--- src/hdl/cvd_pkg.sv ---
package cvd_pkg;

  // Result status codes.
  typedef enum logic [1:0] {
    ST_OK    = 2'd0,
    ST_TRUNC = 2'd1,
    ST_ZERO  = 2'd2,
    ST_BIG   = 2'd3
  } status_t;

  // Value width, sampled from the action field on a value's first byte.
  typedef enum logic [1:0] {
    WM_U64 = 2'd0,
    WM_U32 = 2'd1,
    WM_I32 = 2'd2
  } width_t;

  localparam logic [1:0] ACT_U64 = 2'd0;
  localparam logic [1:0] ACT_U32 = 2'd1;
  localparam logic [1:0] ACT_I32 = 2'd2;

  localparam logic [3:0] FINAL_IDX_U64 = 4'd9;
  localparam logic [3:0] FINAL_IDX_32  = 4'd4;
  localparam logic [7:0] LIMIT_U64     = 8'd1;
  localparam logic [7:0] LIMIT_U32     = 8'd15;
  localparam logic [7:0] LIMIT_I32     = 8'd7;

  localparam int QUEUE_DEPTH = 2;

  // One classified byte, passed from the front to the back.
  typedef struct packed {
    logic [6:0] payload;  // value bits of this byte
    logic [5:0] shamt;    // bit position of those bits in the value
    logic       emit;     // this byte closes the value
    status_t    status;
    logic [3:0] length;
  } entry_t;

  // Bit position of the seven value bits of byte number idx.
  function automatic logic [5:0] shift_for(input logic [3:0] idx);
    logic [6:0] s;
    s = {idx, 3'b000} - {3'b000, idx};
    return s[5:0];
  endfunction

endpackage

--- src/hdl/cvd_front.sv ---
module cvd_front (
  input  logic           clk,
  input  logic           rst,
  input  logic           accept,
  input  logic [7:0]     data_byte,
  input  logic           buffer_end,
  input  logic [1:0]     action,
  output cvd_pkg::entry_t entry
);
  import cvd_pkg::*;

  logic [3:0] idx;
  logic [3:0] idx_next;
  width_t     wm;
  width_t     wm_next;

  logic [3:0] final_idx;
  logic [7:0] limit;
  logic [3:0] len_here;

  // Classify the byte against the index and width of the value in progress.
  always_comb begin
    if (idx == 4'd0) begin
      unique case (action)
        ACT_U32: wm_next = WM_U32;
        ACT_I32: wm_next = WM_I32;
        default: wm_next = WM_U64;
      endcase
    end else begin
      wm_next = wm;
    end

    unique case (wm_next)
      WM_U32:  begin final_idx = FINAL_IDX_32;  limit = LIMIT_U32; end
      WM_I32:  begin final_idx = FINAL_IDX_32;  limit = LIMIT_I32; end
      default: begin final_idx = FINAL_IDX_U64; limit = LIMIT_U64; end
    endcase

    len_here      = idx + 4'd1;
    entry.payload = data_byte[6:0];
    entry.shamt   = shift_for(idx);
    entry.length  = len_here;
    entry.emit    = 1'b1;
    entry.status  = ST_OK;

    priority if (idx == 4'd0) begin
      if (data_byte[7] && buffer_end) begin
        entry.status = ST_TRUNC;
      end else if (data_byte[7]) begin
        entry.emit = 1'b0;
      end
    end else if (data_byte == 8'd0) begin
      entry.status = ST_ZERO;
    end else if (idx == final_idx) begin
      if (data_byte > limit) begin
        entry.status = ST_BIG;
      end
    end else if (data_byte[7] && buffer_end) begin
      entry.status = ST_TRUNC;
    end else if (data_byte[7]) begin
      entry.emit = 1'b0;
    end else begin
      // A byte without the continuation bit completes the value.
      entry.emit = 1'b1;
    end

    idx_next = entry.emit ? 4'd0 : len_here;
  end

  // Index and width of the value in progress.
  always_ff @(posedge clk) begin
    if (rst) begin
      idx <= 4'd0;
      wm  <= WM_U64;
    end else if (accept) begin
      idx <= idx_next;
      wm  <= wm_next;
    end
  end

endmodule

--- src/hdl/cvd_queue.sv ---
module cvd_queue (
  input  logic            clk,
  input  logic            rst,
  input  logic            push,
  input  cvd_pkg::entry_t push_data,
  output logic            not_full,
  input  logic            pop,
  output logic            not_empty,
  output cvd_pkg::entry_t pop_data
);
  import cvd_pkg::*;

  localparam int PtrW = $clog2(QUEUE_DEPTH);

  entry_t            mem [QUEUE_DEPTH];
  logic [PtrW-1:0]   wr_ptr;
  logic [PtrW-1:0]   rd_ptr;
  logic [PtrW:0]     count;

  assign not_full  = (count != PtrW'(0) + (PtrW+1)'(QUEUE_DEPTH));
  assign not_empty = (count != '0);
  assign pop_data  = mem[rd_ptr];

  // Pointer and fill-count bookkeeping.
  always_ff @(posedge clk) begin
    if (rst) begin
      wr_ptr <= '0;
      rd_ptr <= '0;
      count  <= '0;
    end else begin
      if (push) begin
        wr_ptr <= (wr_ptr == PtrW'(QUEUE_DEPTH - 1)) ? '0 : wr_ptr + PtrW'(1);
      end
      if (pop) begin
        rd_ptr <= (rd_ptr == PtrW'(QUEUE_DEPTH - 1)) ? '0 : rd_ptr + PtrW'(1);
      end
      if (push && !pop) begin
        count <= count + (PtrW+1)'(1);
      end else if (pop && !push) begin
        count <= count - (PtrW+1)'(1);
      end
    end
  end

  // Entry storage.
  always_ff @(posedge clk) begin
    if (push) begin
      mem[wr_ptr] <= push_data;
    end
  end

endmodule

--- src/hdl/cvd_back.sv ---
module cvd_back (
  input  logic            clk,
  input  logic            rst,
  input  logic            entry_valid,
  input  cvd_pkg::entry_t entry,
  output logic            pop,
  output logic            out_valid,
  input  logic            out_ready,
  output logic [63:0]     value,
  output logic [3:0]      length,
  output logic [1:0]      status
);
  import cvd_pkg::*;

  logic [63:0] acc;
  logic [63:0] contrib;
  logic [63:0] merged;
  logic        out_free;

  // Place the byte's value bits; they never overlap bits already gathered.
  assign contrib  = {57'd0, entry.payload} << entry.shamt;
  assign merged   = acc | contrib;
  assign out_free = !out_valid || out_ready;
  assign pop      = entry_valid && (!entry.emit || out_free);

  // Accumulator and result valid flag.
  always_ff @(posedge clk) begin
    if (rst) begin
      acc       <= '0;
      out_valid <= 1'b0;
    end else begin
      if (pop) begin
        acc <= entry.emit ? '0 : merged;
      end
      if (pop && entry.emit) begin
        out_valid <= 1'b1;
      end else if (out_ready) begin
        out_valid <= 1'b0;
      end
    end
  end

  // Result payload register.
  always_ff @(posedge clk) begin
    if (pop && entry.emit) begin
      value  <= (entry.status == ST_OK) ? merged : '0;
      length <= entry.length;
      status <= entry.status;
    end
  end

endmodule

--- src/hdl/checked_varint_decoder.sv ---
// A byte that closes a value passes through the queue and the output register before
// its result shows on out_valid. Throughput: one byte per cycle while the queue
// has room; a two-entry queue lets front and back stall apart.
// The output register lets the next byte in while a finished result waits for out_ready.
// Reset (rst, synchronous, active high) clears the value in progress, the queue and
// out_valid; the width returns to 64-bit unsigned.
module checked_varint_decoder (
  input  logic        clk,
  input  logic        rst,
  input  logic        in_valid,
  output logic        in_ready,
  input  logic [7:0]  data_byte,
  input  logic        buffer_end,
  input  logic [1:0]  action,
  output logic        out_valid,
  input  logic        out_ready,
  output logic [63:0] value,
  output logic [3:0]  length,
  output logic [1:0]  status
);
  import cvd_pkg::*;

  entry_t in_entry;
  entry_t q_entry;
  logic   accept;
  logic   q_valid;
  logic   q_pop;

  assign accept = in_valid && in_ready;

  // Front: tracks position and width, classifies each byte.
  cvd_front u_front (
    .clk        (clk),
    .rst        (rst),
    .accept     (accept),
    .data_byte  (data_byte),
    .buffer_end (buffer_end),
    .action     (action),
    .entry      (in_entry)
  );

  // Queue between classification and assembly.
  cvd_queue u_queue (
    .clk       (clk),
    .rst       (rst),
    .push      (accept),
    .push_data (in_entry),
    .not_full  (in_ready),
    .pop       (q_pop),
    .not_empty (q_valid),
    .pop_data  (q_entry)
  );

  // Back: assembles the value and holds the result.
  cvd_back u_back (
    .clk         (clk),
    .rst         (rst),
    .entry_valid (q_valid),
    .entry       (q_entry),
    .pop         (q_pop),
    .out_valid   (out_valid),
    .out_ready   (out_ready),
    .value       (value),
    .length      (length),
    .status      (status)
  );

endmodule

--- config.mk ---
export PLATFORM = sky130hd
export DESIGN_NAME = checked_varint_decoder
export DESIGN_NICKNAME = d
export VERILOG_FILES = /design/src/hdl/cvd_pkg.sv /design/src/hdl/cvd_front.sv /design/src/hdl/cvd_queue.sv /design/src/hdl/cvd_back.sv /design/src/hdl/checked_varint_decoder.sv
export SDC_FILE = /design/constraint.sdc
export NUM_CORES = 1
export LEC_CHECK = 0
export BUFFER_PORTS_ARGS = -buffer_cell sky130_fd_sc_hd__clkbuf_2
export CORE_ASPECT_RATIO = 1.25
export CORE_MARGIN = 1.5
export CORE_UTILIZATION = 59
export DETAILED_ROUTE_END_ITERATION = 8
export GPL_TIMING_DRIVEN = 1
export PLACE_DENSITY = 0.8
export SLEW_MARGIN = 15
export SYNTH_ARGS = -nofsm -noshare
export SYNTH_HDL_FRONTEND = slang
export SYNTH_HIERARCHICAL = 1
export SYNTH_SLANG_ARGS = --single-unit
export TNS_END_PERCENT = 10
--- constraint.sdc ---
create_clock -name clk -period 6.03 [get_ports clk]
set_input_delay 0.3015 -clock clk [delete_from_list [all_inputs] [get_ports clk]]
set_output_delay 0.3015 -clock clk [all_outputs]
set_load 0.03 [all_outputs]
* Word-level counts from Yosys, hierarchy flattened
Memories as Yosys holds them, arrays and structs flattened. A register that Yosys moved wholly into a read port is not among the register bits. Cells that the tools add are included.
Word-level totals: flip-flop bits (word level) 145, bits in latches 0, RAM bits 40, ROM bits 0, input port bits 15, output and inout port bits 72, logic and storage cells 70, memories 1
Cells by class: add/subtract/negate cells 6, multipliers 0, divide/modulo/power cells 0, $lt $le $gt $ge 1, eq/ne operators 6, shifts and indexed selects 1, muxes and demuxes 25, bitwise logic cells 1, reduce and logical (&&, ||, !) cells 19
Memory list:
- u_queue.mem | depth 2, width 20, rd ports 1, clocked after memory_dff 1, wr ports 1, line cvd_queue.sv:15 | entry_t mem [QUEUE_DEPTH];
Operators with widths (count):
- $mux W64 | 1
- $or A64 B64 Y64 | 1
- $shl A7 B6 Y64 | 1
- $mux W1 | 13
- $mux W2 | 6
- $gt A8 B4 Y1 | 1
- $logic_not A8 Y1 | 1
- $mux W4 | 2
- $pmux W4 S2 | 1
- $logic_and A1 B1 Y1 | 6
- $reduce_bool A2 Y1 | 3
- $sub A6 B4 Y6 | 1
- $add A4 B1 Y4 const B | 1
- $eq A2 B1 Y1 const B | 2
- $eq A2 B2 Y1 const B | 2
- $eq A4 B4 Y1 | 1
- $logic_not A1 Y1 | 4
- $logic_not A4 Y1 | 1
- $pmux W2 S2 | 1
- $mux W3 | 1
- $add A1 B1 Y1 const B | 2
- $add A2 B1 Y2 const B | 1
- $logic_not A2 Y1 | 1
- $logic_or A1 B1 Y1 | 2
- 3 further kinds | 3

* Logic depth before layout (Yosys ltp)
depth in word-level cells 11, gate-level depth with buffers 11, mapped depth without buffers 11

* Cells and area by module
The synthesis kept the hierarchy.
Modules (own cells, without submodules):
- cvd_back | instances 1, cells an instance 511, area an instance 5770.5 um2
- cvd_queue | instances 1, cells an instance 84, area an instance 1644.1 um2
- cvd_front | instances 1, cells an instance 81, area an instance 673.1 um2
- checked_varint_decoder | instances 1, cells an instance 1, area an instance 6.3 um2

* Worst setup path after synthesis
Ideal clock, no wire load.
path kind register -> register, start point reg (tool-made name), end point reg u_back.length[0], enable pin, library setup time 507 ps, data arrival time 3939 ps, data required time 5523 ps, path slack 1584 ps, stages on the path, launching flop included 5, path buffers 1, period minus slack after synthesis 4446 ps, path through dfxtp_1 buf_2 mux2_1 nand2_1 nor2b_1
RTL lines:
- to (signal assigned) | line cvd_back.sv:47 | length <= entry.length;
- to (decl) | line cvd_back.sv:10 | output logic [3:0] length,

==> impl_metrics.env <==
export IMPL_ys_seq_area_share_pct=59.61
export IMPL_end_kind="flip-flop"
export IMPL_start_util_pct=60.63
export IMPL_cts_num_sinks=186
export IMPL_cts_tree="built"
export IMPL_pwr_share_seq_pct=38.5
export IMPL_dieWidth_um=107.8
export IMPL_worst_slew_pin_slew_ns=1.053
export IMPL_arrival_ns=3.61
export IMPL_swShare_pct=41.06
export IMPL_final_setup_viol_count=0
export IMPL_cts_repair_resized=0
export IMPL_max_freq_mhz=287.8
export IMPL_fin_cells=924
export IMPL_cp_required_ns=6.17
export IMPL_place_hpwl_mm=11.91
export IMPL_hold_buffers=0
export IMPL_path_max_fanout=20
export IMPL_cts_root_buf="clkbuf_16"
export IMPL_drc_errors=0
export IMPL_htreeDepth=4
export IMPL_clk_pin_slew_worst_paths_ns=0.07
export IMPL_cp_depth=5
export IMPL_track_usage_pct=24.53
export IMPL_synth_seq_cells=186
export IMPL_period_minus_slack_ns=3.475
export IMPL_internal_power_w=0.002696
export IMPL_hold_violations=0
export IMPL_nets=761
export IMPL_peakVddDrop_mv=0.2594
export IMPL_netlist_area_um2=8094
export IMPL_drtAntennaViolNets=0
export IMPL_maxSlewHeadroom_pct=29.77
export IMPL_synthArstFlopShare_pct=0
export IMPL_synth_edf_count=110
export IMPL_avgSynthCellArea_um2=11.96
export IMPL_clock_path_buffers=2
export IMPL_grt_max_degree=70
export IMPL_crit_top_cell="mux2i_1"
export IMPL_layout_common_cells="edfxtp_1 (110), clkbuf_2 (86), dfxtp_1 (76), nand2_1 (69), o21ai_0 (62)"
export IMPL_vias_per_cell=6.215
export IMPL_routedWlPerCell_um=18.61
export IMPL_final_common_cell="edfxtp_1"
export IMPL_power_switching_w=0.001878
export IMPL_p_comb_share_pct=38.0
export IMPL_coreArea_um2=13350
export IMPL_cts_setup_buffers=0
export IMPL_finClkSkew_ns=0.007837
export IMPL_synthToLayoutAreaGrowth_pct=12.69
export IMPL_path_cells="mux2_1 > mux2i_1 > mux2i_1 > a22oi_1 > o21ai_0"
export IMPL_totalWireLength_mm=17.20
export IMPL_num_io_pins=87
export IMPL_slowest_stage="dfxtp_1"
export IMPL_crit_type="reg2reg"
export IMPL_fin_hold_ws_ns=0.08777
export IMPL_clkLatencyLatePin_ns=0.42
export IMPL_synth_flop_cell="edfxtp_1"
export IMPL_start_kind="flip-flop"
export IMPL_grt_pass1_vias=5549
export IMPL_dieArea_um2=14430
export IMPL_placementRows=47
export IMPL_cp_top_family="multiplexers"
export IMPL_overflow=0
export IMPL_clkPwrFrac_pct=23.5
export IMPL_dr_first_iter_drc_count=410
export IMPL_rsz0062_at_grt="false"
export IMPL_fin_crit_sh_pct=57.63
export IMPL_place_congestion=0.9273
export IMPL_grt_pass1_wl_mm=27.42
export IMPL_hp_class="in2reg"
export IMPL_cp_num_buf_inv=0
export IMPL_antenna_cells=0
export IMPL_drv_slew=0
export IMPL_drtPass1Iterations=5
export IMPL_status="finished clean"
export IMPL_leakagePower_nw=3.332
export IMPL_synth_distinct_cells=71
export IMPL_whs_path_depth=1
export IMPL_antenna_found_initial=0
export IMPL_vias=5743
export IMPL_powerDensity_nw_per_um2=501.5
export IMPL_fin_tns_setup_ns=0
export IMPL_numCtsBuffers=17
export IMPL_synth_warnings=6
export IMPL_max_stage_delay_ns=0.88
export IMPL_reg2reg_depth=5
export IMPL_cap_violations=0
export IMPL_die_y_um=134.0
export IMPL_layout_drive_gt1_share_pct=20.45
export IMPL_port_buffers=86
export IMPL_dp_cells=892
export IMPL_syn_num_nets=698
export IMPL_synth_cells=677
==> metrics by stage <==
stage               area [um2]  power (W)  worst slack (ns)  util (%)
floorplan                 8094   0.003097             1.584         -
global route              9121   0.004780             2.330     68.33
global placement          8541   0.003441             2.713     63.98
finish                    9121   0.004574             2.555     68.33
CTS                       9121   0.004566             2.604     68.33
detailed placement        8541   0.003495             2.630     63.98
==> registers in the layout, indices dropped and copies added, names as in the netlist, named ones only <==
signal	cells
u_front/wm	2
u_back/acc	64
u_back/value	64
u_back/length	4
u_back/out_valid	1
u_back/status	2
u_queue/count	2
u_queue/wr_ptr	1
u_queue/mem	40
u_queue/rd_ptr	1
u_front/idx	4
==> worst register-to-register path: cells and delay by family, from the launching register on <==
kind,cells,cell delay [ns]
mux,3,1.52
compound gates,2,0.79
flops,1,0.88
==> synth_stat cells (5+ instances only) <==
library cell / n / area share [%]
a31oi_1: 17 / 1.3
ha_1: 6 / 0.93
nand2b_1: 9 / 0.70
and3_1: 7 / 0.54
xnor2_1: 5 / 0.54
buf_4: 9 / 0.83
a21oi_1: 21 / 1.3
dfxtp_1: 76 / 19
a22o_1: 33 / 3.6
nand2_1: 69 / 3.2
mux2i_1: 9 / 1.1
nor2_1: 41 / 1.9
a32o_1: 13 / 1.6
buf_1: 6 / 0.28
edfxtp_1: 110 / 41
o21ai_0: 62 / 3.8
mux2_1: 23 / 3.2
nor2b_1: 15 / 1.2
mux4_2: 5 / 1.4
clkbuf_1: 20 / 0.93
buf_2: 7 / 0.43
inv_1: 10 / 0.46
nand3_1: 5 / 0.31
a22oi_1: 5 / 0.46
and2_1: 15 / 1.2
==> cell type report <==
type / count / area [um2]
Clock inverter: 15 / 155.1
Tap cell: 171 / 214.0
Fill cell: 920 / 4228
Inverter: 11 / 41.29
Sequential cell: 186 / 4825
Clock buffer: 17 / 425.4
Timing Repair Buffer: 91 / 467.9
Multi-Input combinational cell: 433 / 2993
==> final timing paths <==
kind / slack [ns] / start / end
min: 0.09 / data_byte[5] / u_queue/mem[0][18]
max reg2reg: 2.55 / flip-flop / u_back/value[13]
max: 2.55 / flip-flop / u_back/value[13]
min reg2reg: 0.46 / u_back/acc[48] / u_back/acc[48]
==> kinds of logic (layout without fill, tap and decap cells) <==
kind of cell / count (synthesis) / after routing / synth area share [%]
AOI/OAI and AO/OA: 184 / 184 / 16.00
adders and majority gates: 6 / 6 / 0.9275
muxes: 44 / 44 / 6.848
buffers and inverters: 58 / 134 / 3.787
xor gates and xnor gates: 9 / 9 / 0.9738
DFF: 186 / 186 / 59.61
and+or+nand+nor: 190 / 190 / 11.86
==> power groups by stage <==
stage          Clock, W  Sequential [W]  Combinational (W)
2_1_floorplan         0         0.00206            0.00104
3_3_place_gp          0         0.00178            0.00166
3_5_place_dp          0         0.00179            0.00170
4_1_cts         0.00108         0.00176            0.00172
5_1_grt         0.00114         0.00179            0.00186
6_report        0.00107         0.00176            0.00174
==> routing by layer <==
layer / wire length [um] / GRT usage [%] / up-vias
met2: 9085 / 43.74 / 261
met1: 6663 / 28.05 / 2772
li1: - / - / 2669
met5: 0 / 0 / -
met4: 636 / 12.21 / 0
met3: 815 / 4.470 / 41
No activity file was read; power rests on OpenSTA's default activity.
